File: src/hw/rtl/ffpa_pkg.sv
// Shared types and constants of the first-fit partition allocator.
package ffpa_pkg;

  typedef logic [3:0] upc_t;

  localparam int UPC_DEPTH = 16;

  localparam upc_t S_IDLE     = 4'd0;
  localparam upc_t S_DISPATCH = 4'd1;
  localparam upc_t S_LOAD     = 4'd2;
  localparam upc_t S_ALLOC    = 4'd3;
  localparam upc_t S_FREE     = 4'd4;
  localparam upc_t S_NOP      = 4'd5;
  localparam upc_t S_SCAN_RD  = 4'd6;
  localparam upc_t S_SCAN_CMP = 4'd7;
  localparam upc_t S_GRANT    = 4'd8;
  localparam upc_t S_NOFIT    = 4'd9;

  localparam logic [1:0] ST_OK    = 2'd0;
  localparam logic [1:0] ST_NOFIT = 2'd1;
  localparam logic [1:0] ST_RANGE = 2'd2;
  localparam logic [1:0] ST_FREE  = 2'd3;

  localparam logic [1:0] FN_LOAD  = 2'd0;
  localparam logic [1:0] FN_ALLOC = 2'd1;
  localparam logic [1:0] FN_FREE  = 2'd2;

  typedef enum logic [2:0] {
    C_NEXT,
    C_GOTO,
    C_WAIT_IN,
    C_DISPATCH,
    C_PTR_END,
    C_MISS,
    C_WAIT_OUT
  } cond_t;

  typedef enum logic [2:0] {
    RES_NONE,
    RES_LOAD,
    RES_FREE,
    RES_OK,
    RES_NOFIT,
    RES_GRANT
  } res_t;

  typedef struct packed {
    cond_t cond;
    upc_t  target;
    logic  take;
    logic  ptr_clr;
    logic  ptr_inc;
    logic  mem_rd;
    res_t  res;
  } cw_t;

  typedef struct packed {
    logic       in_fire;
    logic       out_free;
    logic       ptr_end;
    logic       miss;
    logic [1:0] func;
  } flags_t;

endpackage

File: src/hw/rtl/ffpa_datapath.sv
// Partition table, busy bits, scan pointer and result register.
module ffpa_datapath #(
  parameter int NUM_PARTS = 16,
  parameter int ADDR_BITS = 32
) (
  input  logic             clk,
  input  logic             rst,
  input  ffpa_pkg::cw_t    cw,
  output ffpa_pkg::flags_t flags,
  input  logic             cfg_wr_en,
  input  logic [4:0]       cfg_wr_data,
  input  logic             in_valid,
  output logic             in_stall,
  input  logic [1:0]       func,
  input  logic [3:0]       entry_index,
  input  logic [31:0]      req_size,
  input  logic [31:0]      load_start,
  input  logic [15:0]      load_label,
  input  logic             load_busy,
  output logic             out_valid,
  input  logic             out_stall,
  output logic [1:0]       status,
  output logic [3:0]       grant_index,
  output logic [31:0]      grant_start,
  output logic [15:0]      grant_label
);

  localparam int IW = $clog2(NUM_PARTS);
  localparam int CW = $clog2(NUM_PARTS + 1);
  localparam int SW = (ADDR_BITS < 32) ? ADDR_BITS : 32;

  logic [31:0]    mem_size  [NUM_PARTS];
  logic [SW-1:0]  mem_start [NUM_PARTS];
  logic [15:0]    mem_label [NUM_PARTS];
  logic [NUM_PARTS-1:0] busy;

  logic [4:0]     parts_in_use;
  logic [1:0]     func_r;
  logic [3:0]     idx_r;
  logic [31:0]    size_r;
  logic [SW-1:0]  start_r;
  logic [15:0]    label_r;
  logic           lbusy_r;
  logic [CW-1:0]  ptr;
  logic [31:0]    rd_size;
  logic [SW-1:0]  rd_start;
  logic [15:0]    rd_label;

  logic [CW-1:0]  n_act;
  logic           in_fire;
  logic           out_free;
  logic           fire;
  logic           load_ok;
  logic           free_range;
  logic           free_idle;
  logic           miss;
  logic [1:0]     status_next;
  logic           grant;

  assign in_stall = !cw.take;
  assign in_fire  = in_valid && !in_stall;
  assign out_free = !out_valid || !out_stall;
  assign fire     = (cw.res != ffpa_pkg::RES_NONE) && out_free;

  assign n_act = (32'(parts_in_use) > NUM_PARTS) ? CW'(NUM_PARTS) : CW'(parts_in_use);
  assign load_ok    = 32'(idx_r) < NUM_PARTS;
  assign free_range = 32'(idx_r) >= 32'(n_act);
  assign free_idle  = !busy[IW'(idx_r)];
  assign miss = busy[ptr[IW-1:0]] || (size_r > rd_size);

  assign flags = '{in_fire: in_fire, out_free: out_free, ptr_end: ptr >= n_act,
                   miss: miss, func: func_r};

  always_ff @(posedge clk) begin
    if (rst) begin
      parts_in_use <= '0;
    end else if (cfg_wr_en) begin
      parts_in_use <= cfg_wr_data;
    end
  end

  always_ff @(posedge clk) begin
    if (in_fire) begin
      func_r  <= func;
      idx_r   <= entry_index;
      size_r  <= req_size;
      start_r <= load_start[SW-1:0];
      label_r <= load_label;
      lbusy_r <= load_busy;
    end
  end

  always_ff @(posedge clk) begin
    if (cw.ptr_clr) begin
      ptr <= '0;
    end else if (cw.ptr_inc && miss) begin
      ptr <= ptr + CW'(1);
    end
  end

  always_ff @(posedge clk) begin
    if (fire && cw.res == ffpa_pkg::RES_LOAD && load_ok) begin
      mem_size[IW'(idx_r)]  <= size_r;
      mem_start[IW'(idx_r)] <= start_r;
      mem_label[IW'(idx_r)] <= label_r;
    end
    if (cw.mem_rd) begin
      rd_size  <= mem_size[ptr[IW-1:0]];
      rd_start <= mem_start[ptr[IW-1:0]];
      rd_label <= mem_label[ptr[IW-1:0]];
    end
  end

  always_ff @(posedge clk) begin
    if (rst) begin
      busy <= '0;
    end else if (fire) begin
      if (cw.res == ffpa_pkg::RES_LOAD && load_ok) begin
        busy[IW'(idx_r)] <= lbusy_r;
      end else if (cw.res == ffpa_pkg::RES_FREE && !free_range && !free_idle) begin
        busy[IW'(idx_r)] <= 1'b0;
      end else if (cw.res == ffpa_pkg::RES_GRANT) begin
        busy[ptr[IW-1:0]] <= 1'b1;
      end
    end
  end

  always_comb begin
    grant = 1'b0;
    case (cw.res)
      ffpa_pkg::RES_LOAD:  status_next = load_ok ? ffpa_pkg::ST_OK : ffpa_pkg::ST_RANGE;
      ffpa_pkg::RES_FREE: begin
        if (free_range) begin
          status_next = ffpa_pkg::ST_RANGE;
        end else if (free_idle) begin
          status_next = ffpa_pkg::ST_FREE;
        end else begin
          status_next = ffpa_pkg::ST_OK;
        end
      end
      ffpa_pkg::RES_NOFIT: status_next = ffpa_pkg::ST_NOFIT;
      ffpa_pkg::RES_GRANT: begin
        status_next = ffpa_pkg::ST_OK;
        grant = 1'b1;
      end
      default:             status_next = ffpa_pkg::ST_OK;
    endcase
  end

  always_ff @(posedge clk) begin
    if (rst) begin
      out_valid <= 1'b0;
    end else if (fire) begin
      out_valid <= 1'b1;
    end else if (!out_stall) begin
      out_valid <= 1'b0;
    end
  end

  always_ff @(posedge clk) begin
    if (fire) begin
      status      <= status_next;
      grant_index <= grant ? 4'(ptr) : 4'd0;
      grant_start <= grant ? 32'(rd_start) : 32'd0;
      grant_label <= grant ? rd_label : 16'd0;
    end
  end

endmodule

File: config.mk
export PLATFORM = sky130hd
export DESIGN_NAME = ffpa_datapath
export DESIGN_NICKNAME = d
export VERILOG_FILES = /design/src/hw/rtl/ffpa_pkg.sv /design/src/hw/rtl/ffpa_datapath.sv
export SDC_FILE = /design/constraint.sdc
export NUM_CORES = 1
export LEC_CHECK = 0
export ABC_CLOCK_PERIOD_IN_PS = 5100
export BUFFER_PORTS_ARGS = -buffer_cell sky130_fd_sc_hd__buf_2
export CORE_ASPECT_RATIO = 2
export CORE_UTILIZATION = 35
export CTS_CLUSTER_DIAMETER = 50
export DETAILED_ROUTE_END_ITERATION = 16
export GPL_ROUTABILITY_DRIVEN = 0
export SKIP_LAST_GASP = 1
export SYNTH_ARGS = -nofsm -noshare
export SYNTH_HDL_FRONTEND = slang
export SYNTH_SLANG_ARGS = --single-unit
File: constraint.sdc
create_clock -name clk -period 5.1 [get_ports clk]
set_clock_uncertainty 0.1 [all_clocks]
set_input_delay 0.255 -clock clk [delete_from_list [all_inputs] [get_ports clk]]
set_output_delay 0.255 -clock clk [all_outputs]
set_load 0.005 [all_outputs]
Word level (Yosys, flattened, before mapping)
Memories as Yosys holds them, arrays and structs flattened. A register that Yosys moved wholly into a read port is not among the register bits. Index checks and enable logic that the tools add are counted.

Flip-flop bits (word level): 168. Bits in latches: 0. RAM bits: 1280. Memory bits (read-only): 0. Bits of input ports: 111. Output and inout bits: 62. Word-level logic and storage cells: 72. Memories: 3.

Add/sub/neg operators: 1. Multiply operators: 0. Div/mod/pow operators: 0. $lt $le $gt $ge: 8. Eq/ne operators: 5. Shift operators: 0. Muxes and demuxes: 21. Bitwise logic cells: 3. Reduce and logical (&&, ||, !) cells: 17.

Memories: mem_size (words 16, width 32, rd ports 1, clocked after memory_dff 1, write ports 1, line ffpa_datapath.sv:32) `logic [31:0] mem_size [NUM_PARTS];`; mem_start (words 16, width 32, rd ports 1, clocked after memory_dff 1, write ports 1, line ffpa_datapath.sv:33) `logic [SW-1:0] mem_start [NUM_PARTS];`; mem_label (words 16, width 16, rd ports 1, clocked after memory_dff 1, write ports 1, line ffpa_datapath.sv:34) `logic [15:0] mem_label [NUM_PARTS];`.

Operators by type and width (number): 16-bit 2-to-1 mux (3); 32-bit > comparator (1); 16-bit AND (1); 16-bit bitwise mux (1); 16-bit NOT (1); 16-bit bitwise OR (1); 4-bit by 5-bit less-than comparator with 1-bit output (second input constant) (2); 1-bit 2-to-1 mux (9); 1-bit binary-select mux with 4-bit select (2); 1-bit demux with 4-bit select (2); 4-bit by 1-bit >= comparator with 1-bit output (second input constant) (2); 1-bit logical AND (8); 3-bit equality test (second input constant) (2); 3-bit nonzero test (2); 5-bit by 1-bit adder with 5-bit output (second input constant) (1); 4-bit by 5-bit >= comparator with 1-bit output (1); 5-bit >= comparator (1); 5-bit > comparator (second input constant) (1); 5-bit 2-to-1 mux (1); 1-bit logical NOT (4); 2-bit 2-to-1 mux (2); 2-bit case mux with 2 select lines (1); 3-bit by 1-bit equality test with 1-bit output (second input constant) (1); 3-bit by 2-bit equality test with 1-bit output (second input constant) (1); 3 further kinds (4).

Logic depth before layout (Yosys ltp)
Depth after elaboration: 8. Depth in mapped cells: 12. Mapped depth without buffers: 9.

Worst setup path after synthesis
Ideal clock, no wire load.

Path kind: input to register. Start point: in cw[0] (netlist name). End point: mem mem_label[15][0] (enable). Library setup time: 519 ps. Data arrival time: 4838 ps. Data required time: 4481 ps. Path slack: -358 ps. Cell stages on the path: 7. Path buffers: 3. Path through: nor2b_1 clkbuf_1 nor2b_1 clkbuf_1 nand2_1 clkbuf_1 nor2_1.

Longest elaborated chain between the ends: 5. Elaborated cells between the ends (all ways): 6. Classes of those cells: 1 x eq/ne; 2 x mux; 3 x reduce/logical.

RTL lines: from (decl) (line ffpa_datapath.sv:8) `input ffpa_pkg::cw_t cw,`; 3-bit nonzero test (line ffpa_datapath.sv:63) `assign fire = (cw.res != ffpa_pkg::RES_NONE) && out_free;`; 1-bit logical AND (line ffpa_datapath.sv:63); 1-bit logical AND (*) (line ffpa_datapath.sv:102) `if (fire && cw.res == ffpa_pkg::RES_LOAD && load_ok) begin`; 1-bit 2-to-1 mux (*) (line ffpa_datapath.sv:102); 1-bit 2-to-1 mux (not written as such) (*) (line ffpa_datapath.sv:105) `mem_label[IW'(idx_r)] <= label_r;`; to (decl) (line ffpa_datapath.sv:34).

Every way passes the cells marked *; elsewhere a longest branch is shown, timed or not.

Final worst setup path
Start point: reg size_r[27]. End point: reg ptr[1].

Longest elaborated chain between the ends: 3.

RTL lines: from (decl) (line ffpa_datapath.sv:40) `logic [31:0] size_r;`; from (signal assigned) (line ffpa_datapath.sv:86) `size_r <= req_size;`; 32-bit > comparator (line ffpa_datapath.sv:69) `assign miss = busy[ptr[IW-1:0]] || (size_r > rd_size);`; 1-bit logical OR (line ffpa_datapath.sv:69); 1-bit logical AND (line ffpa_datapath.sv:96) `end else if (cw.ptr_inc && miss) begin`; to (signal assigned) (line ffpa_datapath.sv:97) `ptr <= ptr + CW'(1);`; to (decl) (line ffpa_datapath.sv:44) `logic [CW-1:0] ptr;`.

Every way passes these cells. A chain may end at the register's enable or synchronous reset.

==> results_dict.tcl <==
set metrics [dict create \
    hold_class "in2reg" \
    worstPathRequired_ns 5.65 \
    synth_top_family_by_area "multiplexers" \
    synthAdderAreaFrac_pct 0.972 \
    synthesis.area_um2 57900 \
    irDropWorstVdd_v 0.000214 \
    cts_sinks 1528 \
    holdCritStartpoint "load_start[10]" \
    leakagePower_nw 21.5 \
    critical_path_arrival_ns 4.52 \
    avgSynthCellArea_um2 23.3 \
    grt_pass1_wl_um 201000 \
    grt_pass1_vias 28500 \
    synth_mux_area_share_pct 16.1 \
    fin_nets 3036 \
    initial_utilization_pct 35.3 \
    detail_route.first_pass.iterations 5 \
    regToRegSetupSlack_ns 1.14 \
    clockPowerShare_pct 40.1 \
    yosys-top-cells-area "edfxtp_1 78%, mux4_2 16%, ha_1 0.97%" \
    cts_root_buf "clkbuf_16" \
    synth_most_common_cell "edfxtp_1" \
    switching_share_pct 21.8 \
    max_cap_violations 0 \
    drcViolationCount 0 \
    rr_worst_depth 10 \
    ys_ff_latch 1528 \
    p_sw_mw 5.94 \
    wl_per_cell_um 27.0 \
    rows 210 \
    synth_seq_area_share_pct 78.7 \
    grt.total_usage_pct 16.7 \
    synth_xor_area_share_pct 0.0151 \
    die_area_um2 167000 \
    status "complete, no violations" \
    min_to "start_r[10]" \
    synth-main-ff-cell "edfxtp_1" \
    cp_max_fo 17 \
    comb_power_share_pct 7.3 \
    async_flop_share_pct 0 \
    grt_antenna_before_repair 10 \
    drive_gt1_share_pct 30.2 \
    cts_hold_buffers 112 \
    p_int_mw 21.3 \
    final_util_pct 41.5 \
    ys_top_cells_by_count "1501 x edfxtp_1, 409 x mux4_2, 99 x clkbuf_1" \
    yosys.area.top_type "edfxtp_1" \
    cp-start-kind "flop" \
    vias 27000 \
    drtIter0Drc 2501 \
    timing.final.crit_share_pct 77.7 \
    wirelength_um 138000 \
    vias_per_cell 5.28 \
    cts_setup_buffers 0 \
    powerDensity_nw_per_um2 400 \
    fin_ws_ns 1.14 \
    final_max_slew_viol_count 0 \
    min_period_ns 3.96 \
    core_area_um2 164000 \
    fmax_mhz 252 \
    htree_num_levels 4 \
    critPathKind "reg2reg" \
    grt_max_degree 114 \
    synth_edf_count 1501 \
    yosysTopAreaCellShare_pct 77.8 \
    ys_types 43 \
    setup_viol 0 \
    synth-compound-area-share_pct 1.34 \
    synth_nets 2646 \
    cts_tree "built" \
    die_h_um 577 \
    cts_buffers 149 \
    pre_cts_ws_ns 1.54 \
    power_frac_seq_pct 52.7 \
    syn2layout_area_growth_pct 17.5 \
    clk_pin_slew_ns 0.07 \
    r2r_start "size_r[27]" \
    slew_headroom_pct 17.1 \
    io_buffers 165 \
    end_kind "flop" \
    clockBufferDepth 4 \
    reg2reg_to "ptr[1]" \
    yosys_warnings 0 \
    boundaryPins 173 \
    cts-resized-gates 0 \
    min_path_cells 2 \
    worst_slew_pin_slew_ns 1.23 \
    ant_nets 0 \
    hold_violations 0 \
    synth-simple-area-share_pct 1.72 \
    grt_overflow_total 0 \
    clock_latency_ns 0.78 \
    synthCells 2490 \
    die_w_um 290 \
    dp_hpwl_um 75500 \
    grt_setup_unrepaired "false" \
]
worst max-delay path: stages (launching register included):
cell	delay, ns
edfxtp_1	0.63
ha_1	0.44
nand4_1	0.30
nor4_1	0.67
and2_1	0.27
nor2b_1	0.07
a222oi_1	0.37
buf_4	0.24
mux2i_1	0.19
nor2_1	0.05
dlygate4sd3_1	0.54
registers in the layout, indices dropped and copies added, names as in the netlist:
signal / cells
busy: 16
func_r: 2
grant_index: 4
grant_label: 16
grant_start: 32
idx_r: 4
label_r: 16
lbusy_r: 1
mem_label: 256
mem_size: 512
mem_start: 512
out_valid: 1
parts_in_use: 5
ptr: 5
rd_label: 16
rd_size: 32
rd_start: 32
size_r: 32
start_r: 32
status: 2
layout by cell type (no fill, tap or decap), types with 21 or more instances in the layout:
cell type | netlist | final
buf_2 | 0 | 164
buf_12 | 0 | 37
o21ai_0 | 21 | 21
and3_1 | 52 | 52
dfxtp_1 | 27 | 23
mux4_2 | 409 | 409
inv_1 | 43 | 43
nand2_1 | 33 | 33
buf_4 | 3 | 53
nor2_1 | 49 | 33
clkbuf_16 | 0 | 152
edfxtp_1 | 1501 | 1501
dlygate4sd3_1 | 0 | 112
clkinv_2 | 0 | 21
a21oi_1 | 67 | 66
ha_1 | 45 | 45
clkbuf_1 | 99 | 27
layout make-up:
| cell class | instances | area [um^2] |
|---|---|---|
| clock inverters | 78 | 840 |
| fillers | 14200 | 95900 |
| multi-input cells | 792 | 11800 |
| repair buffers | 366 | 3080 |
| diodes | 3 | 7.51 |
| well taps | 2120 | 2650 |
| flip-flops and latches | 1528 | 45600 |
| inverters | 43 | 161 |
| clock buffers | 179 | 3910 |
worst max-delay path by stage:
stage / start / end / slack, ns
finish: size_r[27] / ptr[1] / 1.14
global route: ptr[0] / flags[3] / 0.83
CTS: ptr[0] / flags[3] / 0.93
detailed placement: idx_r[0] / busy[11] / 1.54
global placement: idx_r[0] / busy[14] / 1.59
floorplan: cw[0] / mem_label[15][0] / -0.36
kinds of logic after synthesis:
kind of cell / Yosys count
flip-flops: 1528
multiplexers: 419
AND/OR/NAND/NOR: 193
buffers and inverters: 170
AO/OA/AOI/OAI: 134
adder cells (fa/ha/maj): 45
XOR/XNOR: 1
power by group through the flow:
stage	Clock (mW)	Sequential [mW]	Combinational, mW
final	10.9	14.3	1.97
after floorplan	0	14.5	1.42
after detailed placement	0	14.6	1.97
after global routing	11.6	14.4	2.14
after CTS	11.2	14.3	2.04
after global placement	0	14.6	1.96
through the flow:
step | TNS, ns | instance area, um^2 | std cells | hold slack, ns | power, mW
2_1_floorplan | -354.96 | 57900 | 2490 | 0.224 | 15.9
3_3_place_gp | 0 | 62200 | 4737 | 0.332 | 16.6
3_5_place_dp | 0 | 62200 | 4737 | 0.333 | 16.6
4_1_cts | 0 | 68100 | 5106 | 0.0324 | 27.6
5_1_grt | 0 | 68100 | 5108 | 0.0681 | 28.1
6_report | 0 | 68100 | 5109 | 0.0961 | 27.2
per-layer routing:
metal	up-vias	GRT usage (%)	share of wire (%)	wire [um]
met5	-	0	0.0072	10
met1	14600	21.9	41	56800
met3	199	1.89	4.4	6070
met2	802	29.1	52	72000
met4	2	4.53	2.3	3190
li1	11300	-	-	-
No activity file was read; power rests on OpenSTA's default activity.
