$ cat config.mk
export PLATFORM = sky130hd
export DESIGN_NAME = ffpa_sequencer
export DESIGN_NICKNAME = d
export VERILOG_FILES = /design/src/hw/rtl/ffpa_pkg.sv /design/src/hw/rtl/ffpa_sequencer.sv
export SDC_FILE = /design/constraint.sdc
export NUM_CORES = 1
export LEC_CHECK = 0
export CAP_MARGIN = 20
export CORE_MARGIN = 2
export CORE_UTILIZATION = 30
export DETAILED_ROUTE_END_ITERATION = 10
export DONT_BUFFER_PORTS = 1
export PLACE_DENSITY_LB_ADDON = 0.2
export SETUP_SLACK_MARGIN = 0.5
export SYNTH_ARGS = -nofsm -noshare
export SYNTH_HDL_FRONTEND = slang
export SYNTH_SLANG_ARGS = --single-unit
$ cat constraint.sdc
create_clock -name clk -period 1.4 [get_ports clk]
set_input_delay 0.28 -clock clk [delete_from_list [all_inputs] [get_ports clk]]
set_output_delay 0.28 -clock clk [all_outputs]
set_load 0.05 [all_outputs]
$ cat src/hw/rtl/ffpa_pkg.sv
// Shared types and constants of the first-fit partition allocator.
package ffpa_pkg;

  typedef logic [3:0] upc_t;

  localparam int UPC_DEPTH = 16;

  localparam upc_t S_IDLE     = 4'd0;
  localparam upc_t S_DISPATCH = 4'd1;
  localparam upc_t S_LOAD     = 4'd2;
  localparam upc_t S_ALLOC    = 4'd3;
  localparam upc_t S_FREE     = 4'd4;
  localparam upc_t S_NOP      = 4'd5;
  localparam upc_t S_SCAN_RD  = 4'd6;
  localparam upc_t S_SCAN_CMP = 4'd7;
  localparam upc_t S_GRANT    = 4'd8;
  localparam upc_t S_NOFIT    = 4'd9;

  localparam logic [1:0] ST_OK    = 2'd0;
  localparam logic [1:0] ST_NOFIT = 2'd1;
  localparam logic [1:0] ST_RANGE = 2'd2;
  localparam logic [1:0] ST_FREE  = 2'd3;

  localparam logic [1:0] FN_LOAD  = 2'd0;
  localparam logic [1:0] FN_ALLOC = 2'd1;
  localparam logic [1:0] FN_FREE  = 2'd2;

  typedef enum logic [2:0] {
    C_NEXT,
    C_GOTO,
    C_WAIT_IN,
    C_DISPATCH,
    C_PTR_END,
    C_MISS,
    C_WAIT_OUT
  } cond_t;

  typedef enum logic [2:0] {
    RES_NONE,
    RES_LOAD,
    RES_FREE,
    RES_OK,
    RES_NOFIT,
    RES_GRANT
  } res_t;

  typedef struct packed {
    cond_t cond;
    upc_t  target;
    logic  take;
    logic  ptr_clr;
    logic  ptr_inc;
    logic  mem_rd;
    res_t  res;
  } cw_t;

  typedef struct packed {
    logic       in_fire;
    logic       out_free;
    logic       ptr_end;
    logic       miss;
    logic [1:0] func;
  } flags_t;

endpackage

$ cat src/hw/rtl/ffpa_sequencer.sv
// Step counter and jump logic of the allocator microprogram.
module ffpa_sequencer (
  input  logic             clk,
  input  logic             rst,
  input  ffpa_pkg::cw_t    cw,
  input  ffpa_pkg::flags_t flags,
  output ffpa_pkg::upc_t   upc
);

  ffpa_pkg::upc_t upc_next;

  always_ff @(posedge clk) begin
    if (rst) begin
      upc <= ffpa_pkg::S_IDLE;
    end else begin
      upc <= upc_next;
    end
  end

  always_comb begin
    unique case (cw.cond)
      ffpa_pkg::C_NEXT:     upc_next = upc + 4'd1;
      ffpa_pkg::C_GOTO:     upc_next = cw.target;
      ffpa_pkg::C_WAIT_IN:  upc_next = flags.in_fire ? cw.target : upc;
      ffpa_pkg::C_DISPATCH: upc_next = cw.target + {2'b00, flags.func};
      ffpa_pkg::C_PTR_END:  upc_next = flags.ptr_end ? cw.target : upc + 4'd1;
      ffpa_pkg::C_MISS:     upc_next = flags.miss ? cw.target : upc + 4'd1;
      ffpa_pkg::C_WAIT_OUT: upc_next = flags.out_free ? cw.target : upc;
      default:              upc_next = ffpa_pkg::S_IDLE;
    endcase
  end

endmodule

* Yosys cells after proc, flatten, opt, wreduce, memory -nomap -nowiden
Cells that the tools add are included.
** Cells by class
- Add/subtract/negate cells :: 2
- Equal/unequal tests :: 8
- Mux-type cells :: 5
- Reductions and logical operators :: 2
** Operators with widths (count)
- case mux 4 bit (7 select lines) :: 1
- two-way mux 4 bit :: 4
- equality test 3 bit (second input constant) :: 3
- equality test 3 x 2 -> 1 bit (second input constant) :: 2
- adder 4 x 1 -> 4 bit (second input constant) :: 1
- adder 4 x 2 -> 4 bit :: 1
- inequality test 2 bit (second input constant) :: 2
- equality test 3 x 1 -> 1 bit (second input constant) :: 1
- zero test 3 bit :: 1
- AND reduction 2 bit :: 1
** Storage, ports and cells
- Register bits after elaboration :: 4
- Bits of input ports :: 22
- Output and inout bits :: 4

* Logic depth before layout (Yosys ltp)
Gate-level depths: netlist of run 1.
- Depth in word-level cells :: 3
- Depth in mapped cells :: 5
- Mapped depth without buffers :: 5

* Worst setup path after synthesis of run 1
No wires, ideal clock.
- Kind :: register -> register
- Start :: reg upc[3]
- End :: reg upc[3]
- Setup time :: 86 ps
- Arrival time :: 1421 ps
- Data required time :: 1314 ps
- Path slack :: -107 ps
- Cell stages (with the launch flop) :: 4
- Cells stage by stage :: dfxtp_1 > or3b_4 > a21boi_1 > a221oi_2
** On the way
- Cells in the longest elaborated chain, start to end :: 3
- Elaborated cells on any way between the ends :: 4
- Classes of those cells :: add/sub: 1; mux: 3
** Ends and longest elaborated chain
- start: declaration :: line ffpa_sequencer.sv:7 : output ffpa_pkg::upc_t upc
- start signal: assignment :: line ffpa_sequencer.sv:14 : upc <= ffpa_pkg::S_IDLE;
- start signal: assignment :: line ffpa_sequencer.sv:16 : upc <= upc_next;
- adder 4 x 1 -> 4 bit * :: line ffpa_sequencer.sv:22, ffpa_sequencer.sv:26, ffpa_sequencer.sv:27
- two-way mux 4 bit, on equally long branches :: line ffpa_sequencer.sv:27, ffpa_sequencer.sv:26
- case mux 4 bit (7 select lines) * :: line ffpa_sequencer.sv:21 : unique case (cw.cond)
Mark *: on every way between the ends. The rest lies on a longest branch, timed or not.
A chain may end at the register's enable or synchronous reset.

* Worst setup path after layout of run 1
- Start :: in cw[13] (netlist bit)
- End :: reg upc[3]
** On the way
- Cells in the longest elaborated chain, start to end :: 3
- Elaborated cells on any way between the ends :: 11
- Classes of those cells :: eq/ne: 8; mux: 1; reduce/logical: 2
** Ends and longest elaborated chain
- start: declaration :: line ffpa_sequencer.sv:5 : input ffpa_pkg::cw_t cw,
- equality test 3 x 2 -> 1 bit or equality test 3 bit (tied branches) :: line ffpa_sequencer.sv:21
- inequality test 2 bit (no source line)
- AND reduction 2 bit (no source line)
Parallel ways exist; a longest one is shown, timed or not.

==> metrics, run 1 <==
skew final 0.001519 ns; crit path cell chain mux2_4 -> or3b_4 -> a21boi_4 -> a221oi_2; commonest cells in the netlist a21oi_1 (4), dfxtp_1 (4), ha_1 (3), nand3b_1 (3), nor2_1 (3); Setup crit start kind input port; CTS buffer count 3; Hold Path Class in2reg; Largest Register upc; worst-margin pin slew 0.2863 ns; CTS tree built; full die area 0.001777 mm2; number of synthesized register bits 4; Total Power 0.0004717 W; XOR/XNOR Fraction of Synth Area 2.006%; Finished Core Util 51.78%; simple-gate portion of the synthesized area 25.79%; combinational family with the most area after synthesis compound AO/OA/AOI/OAI gates; fraction of layout cells with a size suffix above 1 54.84%; post-DP HPWL 827.4 um; H-tree Lvls 1; DP Worst Slack -0.05261 ns; Required @ worst endpoint 1.54 ns; Worst path max stage delay 0.38 ns; Routed Antenna Nets 0; # hold bufs at CTS 0; max_cap viols 0; port buffer count 0; crit path time final 1.163 ns; Main synth FF type dfxtp_1; largest cells by area after synthesis dfxtp_1 (18%), ha_1 (8.6%), nand3b_1 (5.2%); Antenna Cells 0; CP bufs+invs 0; Fmax achieved 860.1 MHz; adder-cell share of the synthesized area 13.18%; CP Class in2reg; Max transition margin 80.80%; die width 42.15 um; final setup fails 0; vias in the first global route 463; total track usage 14.20%; Rows 13; area grow syn2layout 58.17%; number of synthesized flops with an enable pin 0; Ports 26; Synth top area share 18.34%; Reg power frac 29.0%; largest net degree at the start of global routing 9; Pleak 0.2724 nW; final wirelength 1147 um; Synthesis Warnings 0; ys async rst share 0%; Mapped Nets 75; Final TNS setup 0 ns; Cell Pwr Density 682.9 mW/mm2; Final Hold Fails 0; number of vias in the routed layout 432; post-synth cell types 29; Final Cycle Share 83.05%; global route overflow 0; RSZ-0062 raised after global routing true; starting density of the core 32.74%; initial antenna violation count 0; largest registers upc x4; DR pass1 iterations 4; DR WL/cell 14.90 um; clock network fraction of total power 32.9%; setup ws final 0.2373 ns; Pins Over Slew Limit 0; status completed; mux share of post-synthesis cell area 3.438%; clock buffer depth 2; Yosys top cell by area dfxtp_1; Mapped Area 436.7 um2; Clock transition at path regs 0.04 ns; mean number of vias per cell 5.610; Psw 0.0001498 W; routability cong. 0.6783; P_int 0.0003218 W; Critical-path top delay cell or3b_4; Peak supply drop 0.5358 mV; CP Max Fanout 8; Comb power frac 38.1%; Worst-Skew Late Latency 0.23 ns; core area 0.001334 mm2; syn_area_per_cell 8.912 um2; clk sinks 4; first-pass GRT wire length 1925 um; Hold Slack 0.1013 ns; First DRT Iteration DRCs 19; max FFs per register 4; clock root buffer clkbuf_4; die height 42.15 um; post-synthesis compound-gate area fraction 36.39%; sw frac 31.77%; crit end category flip-flop; Mapped Cells 49; CP arrival 1.31 ns; NumNets Final 89; post-synthesis sequential area ratio 18.34%; crit-path leading delay family simple AND/OR/NAND/NOR gates; DR DRC count 0
cells in the final DEF (no fill, tap or decap), types with 2 or more instances in the layout:
cell,instances
buf_4,5
nand2_1,2
a21oi_1,3
o21ai_1,2
nor2b_1,2
o22ai_2,2
nor2_1,2
ha_4,2
o211a_1,2
a221oi_2,2
clkbuf_4,3
nand2b_1,2
dfxtp_4,3
buf_8,3
o31ai_1,2
nand3b_1,3
through the flow:
stage | cell area (um2) | cells
after global routing | 690.7 | 77
after global placement | 529.3 | 70
after detailed placement | 529.3 | 70
final | 690.7 | 77
after floorplan | 465.4 | 49
after CTS | 623.1 | 74
repair_timing:
action	CTS	global route
endpoints found under the setup margin	8	8
hold endpoints to repair	0	0
resized for setup	13	9
buffers inserted	0	3
pin swaps	6	5
logic make-up after synthesis:
logic type / count (synthesis)
xor+xnor: 1
mux: 1
compound gates: 21
simple gates: 17
fa+ha+maj: 4
buf+inv: 1
flops: 4
routing by layer:
metal / GRT usage, % / routed length, um / up-vias
li1: - / - / 225
met5: 0 / 0 / -
met1: 16.88 / 545 / 192
met2: 23.75 / 531 / 15
met3: 5.603 / 70 / 0
met4: 3.750 / 0 / 0
area by class of cell:
cell class / count / area, um2
clock buffer: 4 / 26.28
timing repair buffer: 9 / 93.84
inverter: 1 / 3.754
tap: 15 / 18.77
fill: 128 / 643.1
multi-input combinational: 44 / 455.4
sequential: 4 / 92.59
power groups by stage:
stage	clock network [W]	logic, W	registers [W]
5_1_grt	0.000181	0.000197	0.000138
2_1_floorplan	0	0.0000691	0.000165
6_report	0.000155	0.000180	0.000137
3_5_place_dp	0	0.000135	0.000134
4_1_cts	0.000161	0.000154	0.000138
3_3_place_gp	0	0.000134	0.000135
final timing paths:
| kind | start | endpoint | slack [ns] | cells after the start |
|---|---|---|---|---|
| max | cw[13] | upc[3] | 0.24 | 4 |
| min | rst | upc[3] | 0.10 | 1 |
| max reg2reg | upc[0] | upc[2] | 0.25 | 4 |
| min reg2reg | upc[0] | upc[0] | 0.56 | 2 |
worst register-to-register path, stage by stage, from the launching register on:
cell and delay (ns):
dfxtp_4 0.36, ha_4 0.16, a21oi_1 0.15, o22ai_2 0.10, a311oi_2 0.28
No activity file was read; power rests on OpenSTA's default activity.
==> inputs of run 2 (changes only) <==
ABC_AREA = 1   (was default)
clock period = 0.93 ns   (was 1.4 ns; I/O delays follow)
==> run 2 against run 1 <==
The run now ends with negative hold slack, negative setup slack left. Register-to-register slack worse by 0.32 ns. Global-route usage is 0.60 points lower. Critical path depth is 2 lower. Power is 52% higher. Clock-buffer cell count is 1 lower. Sequential power is 54% higher. Sequential share of layout area is 1.2 points higher. Cell count is 27% higher. Worst hold slack worse by 0.10 ns. Critical path type is now reg2out. Critical endpoint is now upc[0]. Highest routed layer unchanged.
==> metrics, run 2 <==
largest net degree at the start of global routing 7; Routed Antenna Nets 0; top-count cell post-synth nand2_1; Comb power frac 40.4%; crit end category output pin; number of synthesized register bits 4; ys async rst share 0%; Worst-Skew Late Latency 0.24 ns; Mapped Cells 72; Layout Cells excl Fill 98; largest registers upc x4; post-synthesis sequential area ratio 18.71%; RSZ-0062 raised after global routing true; vias in the first global route 491; total track usage 13.60%; Hold Path Class in2reg; CTS buffer count 3; routability cong. 0.7384; failing checks negative hold slack, negative setup slack; max_cap viols 0; clock root buffer clkbuf_4; CTS tree built; H-tree Lvls 1; area grow syn2layout 52.34%; DP Cell Count 94; max FFs per register 4; full die area 0.001744 mm2; fillers 128; Reg power frac 29.4%; most frequent cells in the layout nand2_1 (30), nand3_1 (7), inv_1 (6), nand2_2 (5); post-synth cell types 15; final setup fails 7; NumNets Final 111; sw frac 34.50%; Antenna Cells 0; clock network fraction of total power 30.2%; Final Hold Fails 1; starting density of the core 32.48%; setup ws final -0.1071 ns; core area 0.001318 mm2; port buffer count 0; Rows 13; CP arrival 0.85 ns; global route overflow 0; initial antenna violation count 0; Finished Core Util 49.48%; die height 41.77 um; clock buffer depth 2; number of synthesized flops with an enable pin 0; commonest non-fill, non-tap cell in the layout nand2_1; Clock transition at path regs 0.04 ns; DR pass1 iterations 2; Peak supply drop 0.5707 mV; CP Max Fanout 4; Pleak 0.2937 nW; Cell Pwr Density 1100 mW/mm2; Mapped Nets 98; post-DP HPWL 812.8 um; Psw 0.0002475 W; DR WL/cell 10.28 um; number of vias in the routed layout 484; Hold Slack -0.001205 ns; die width 41.77 um; Fmax achieved 964.2 MHz; Yosys top cell by area nand2_1; skew final 0.0008928 ns; Largest Register upc; Synthesis Warnings 0; CP Class reg2out; largest cells by area after synthesis nand2_1 (28%), dfxtp_1 (19%), nand3_1 (11%); fraction of layout cells with a size suffix above 1 38.55%; DR DRC count 0; Max transition margin 81.22%; first-pass GRT wire length 1869 um; P_int 0.0004698 W; crit path time final 1.037 ns; worst-margin pin slew 0.2807 ns; Synth top area share 28.07%; Final Cycle Share 111.5%; Total Power 0.0007174 W; status finished, violations left; multi-input combinational cell area 382.9 um2; commonest cells in the netlist nand2_1 (32), nand3_1 (9), inv_1 (7), a21oi_1 (4), dfxtp_1 (4); Main synth FF type dfxtp_1; Pins Over Slew Limit 0; Mapped Area 427.9 um2; Required @ worst endpoint 0.74 ns; Register Area 95.09 um2; Ports 26; final wirelength 1007 um; clk sinks 4; mean number of vias per cell 4.939; Setup crit start kind flip-flop; syn_area_per_cell 5.943 um2; First DRT Iteration DRCs 3
-- run 2: changes by cell type after synthesis, sizes merged, moves of 3 or more --
| cell | delta |
|---|---|
| inv | +6 |
| nand3b | -3 |
| nand2 | +33 |
| a21boi | -3 |
| nand3 | +8 |
-- run 2: kinds of logic (layout without fill, tap and decap cells) --
family	count (synthesis)	count (layout)	synth area share (%)
and+or+nand+nor	48	48	47.66
buffers and inverters	8	19	7.310
AOI/OAI and AO/OA	6	6	8.771
adders and majority gates	4	4	13.45
DFF	4	4	18.71
xor gates and xnor gates	2	2	4.094
-- run 2: power groups by stage --
stage          Sequential, W  Clock (W)  Combinational (W)
2_1_floorplan       0.000263          0           0.000114
3_3_place_gp        0.000204          0           0.000235
3_5_place_dp        0.000204          0           0.000236
4_1_cts             0.000209   0.000228           0.000285
5_1_grt             0.000213   0.000239           0.000322
6_report            0.000211   0.000217           0.000290
-- run 2: per-stage QoR --
stage          hold slack [ns]  setup WS, ns  area (um2)  setup TNS [ns]
4_1_cts              -0.003783       -0.1191       638.1         -0.5113
6_report             -0.001205       -0.1071       651.9         -0.4310
3_5_place_dp            0.2490       -0.2853       546.8         -0.5990
2_1_floorplan           0.2454       -0.2278       475.5         -0.4533
5_1_grt               -0.01574       -0.1278       651.9         -0.7406
3_3_place_gp            0.2477       -0.2755       546.8         -0.5728
-- run 2: worst paths after layout --
path                              from     end  slack, ns  cells past startpoint
worst max register to register  upc[0]  upc[3]      -0.07                      7
worst max-delay path            upc[0]  upc[0]      -0.11                      2
worst min register to register  upc[3]  upc[3]       0.51                      2
worst min-delay path               rst  upc[3]     -0.001                      1
-- run 2: cell type report --
| cell class | count | share of cell area, % |
|---|---|---|
| Inverter | 8 | 4.798 |
| Multi-Input combinational cell | 60 | 58.73 |
| Timing Repair Buffer | 8 | 15.55 |
| Sequential cell | 4 | 14.59 |
| Clock buffer | 3 | 3.455 |
| Tap cell | 15 | 2.879 |
-- run 2: timing repair --
item	in CTS	in global routing
setup buffers	1	0
pin swaps	7	2
resized for setup	15	3
gates cloned	0	0
setup endpoints to repair	8	8
endpoints found under the hold margin	2	4
-- run 2: worst max-delay path, cell delays in order (launching register included) --
cell	delay [ns]
dfxtp_4	0.34
buf_6	0.13
buf_8	0.14
-- run 2: routing by layer --
layer / vias to the layer above / track usage [%] / part of all wire, %
met5: - / 0 / 0
met4: 0 / 1.935 / 0
met3: 0 / 5.217 / 5.0
met2: 11 / 24.38 / 53
met1: 219 / 15.40 / 42
li1: 254 / - / -
==> inputs of run 3 (changes only) <==
clock period = 1.12 ns   (was 0.93 ns; I/O delays follow)
==> run 3 against run 2 <==
The run now ends clean. Non-clock buffer count did not move. Largest power group unchanged. Core utilization fell by 1.8 points. Global-route usage fell by 1.3 points. Setup slack improved by 0.19 ns. Critical path type unchanged. First-iteration DRC count fell by 33%. Critical path depth fell by 1.
==> metrics, run 3 (same netlist as run 2, synthesis figures left out) <==
worst-margin pin slew 0.2613 ns; vias in the first global route 461; Final Cycle Share 92.54%; skew final 0.003383 ns; NumNets Final 111; commonest non-fill, non-tap cell in the layout nand2_1; Fmax achieved 964.9 MHz; Peak supply drop 0.4176 mV; Total Power 0.0005745 W; largest registers upc x4; Routed Antenna Nets 0; CP arrival 0.81 ns; Ports 26; reg2reg setup slack 0.09 ns; DR pass1 iterations 3; port buffer count 0; initial antenna violation count 0; first-pass GRT wire length 1731 um; post-DP HPWL 777.1 um; clock buffer depth 2; First DRT Iteration DRCs 2; CP Max Fanout 5; # hold bufs at CTS 0; Required @ worst endpoint 0.90 ns; die height 41.77 um; max FFs per register 4; routability cong. 0.6983; Largest Register upc; CTS tree built; global route overflow 0; CP Class reg2out; max_cap viols 0; CP bufs+invs 1; Hold Path Class in2reg; Worst Hold Launch rst; clock root buffer clkbuf_4; clk sinks 4; CTS buffer count 3; starting density of the core 32.48%; core area 0.001318 mm2; Worst Hold Depth 1; final setup fails 0; number of vias in the routed layout 484; crit path cell chain buf_4; Pins Over Slew Limit 0; RSZ-0062 raised after global routing true; crit path time final 1.036 ns; total track usage 12.26%; crit end category output pin; Critical-path top delay cell dfxtp_4; Rows 13; Finished Core Util 47.67%; Cell Pwr Density 914.7 mW/mm2; H-tree Lvls 1; mean number of vias per cell 4.939; crit-path leading delay family flip-flops; final wirelength 933 um; DR WL/cell 9.520 um; fraction of layout cells with a size suffix above 1 37.35%; Reg-to-Reg Start upc[1]; Layout Cells excl Fill 98; status completed; full die area 0.001744 mm2; die width 41.77 um; R2R depth 6; Crit Reg-Reg Endpoint upc[2]; Final TNS setup 0 ns; largest net degree at the start of global routing 7; Setup crit start kind flip-flop; Final Hold Fails 0; area grow syn2layout 46.78%; DP Cell Count 92; Hold Slack 0.04027 ns; Worst-Skew Late Latency 0.24 ns; Worst path max stage delay 0.37 ns; Pleak 0.2919 nW; Hold EP upc[0]; DR DRC count 0; Max transition margin 82.52%; Antenna Cells 0; most frequent cells in the layout nand2_1 (31), inv_1 (6), nand3_1 (6); Clock transition at path regs 0.04 ns
[run 3: cell counts in the layout (fill, tap and decap cells not counted)]
Identical to the previous run, type by type.
[run 3: cell type report]
| type | instances | area, um2 |
|---|---|---|
| tap | 15 | 18.77 |
| sequential | 4 | 95.09 |
| multi-input combinational | 60 | 377.9 |
| timing repair buffer | 8 | 82.58 |
| inverter | 8 | 31.28 |
| fill | 142 | 689.4 |
| clock buffer | 3 | 22.52 |
[run 3: report_power, final]
part | internal (W) | leakage [nW] | total [W] | switching, W
registers | 0.000156 | 0.0357 | 0.000178 | 0.0000216
clock network | 0.000120 | 0.0138 | 0.000179 | 0.0000593
logic | 0.0000994 | 0.242 | 0.000218 | 0.000118
[run 3: worst max path at each step]
| stage | start | end | slack (ns) | cells after the start |
|---|---|---|---|---|
| 6_report | upc[1] | upc[1] | 0.08 | 1 |
| 5_1_grt | upc[0] | upc[3] | 0.04 | 8 |
| 4_1_cts | upc[0] | upc[3] | 0.08 | 8 |
| 3_5_place_dp | cw[7] | upc[1] | -0.13 | 6 |
| 3_3_place_gp | cw[7] | upc[1] | -0.14 | 6 |
| 2_1_floorplan | cw[7] | upc[1] | -0.08 | 6 |
[run 3: layer usage]
layer / track usage (%) / routed length [um]
met1: 14.66 / 377
met2: 20.94 / 493
met3: 4.783 / 62
met4: 1.935 / 0
met5: 0 / 0
[run 3: per-stage QoR]
| step | instance area (um2) | setup WS [ns] |
|---|---|---|
| floorplan | 470.5 | -0.07585 |
| global placement | 526.8 | -0.1411 |
| detailed placement | 526.8 | -0.1284 |
| CTS | 591.8 | 0.08314 |
| global route | 628.1 | 0.04475 |
| finish | 628.1 | 0.08359 |
[run 3: timing repair]
action                     CTS  global route
gates cloned                 0             0
resized for setup            6             8
hold endpoints to repair     0             0
pin swaps                    1             9
setup endpoints to repair    8             8
buffers inserted             2             1
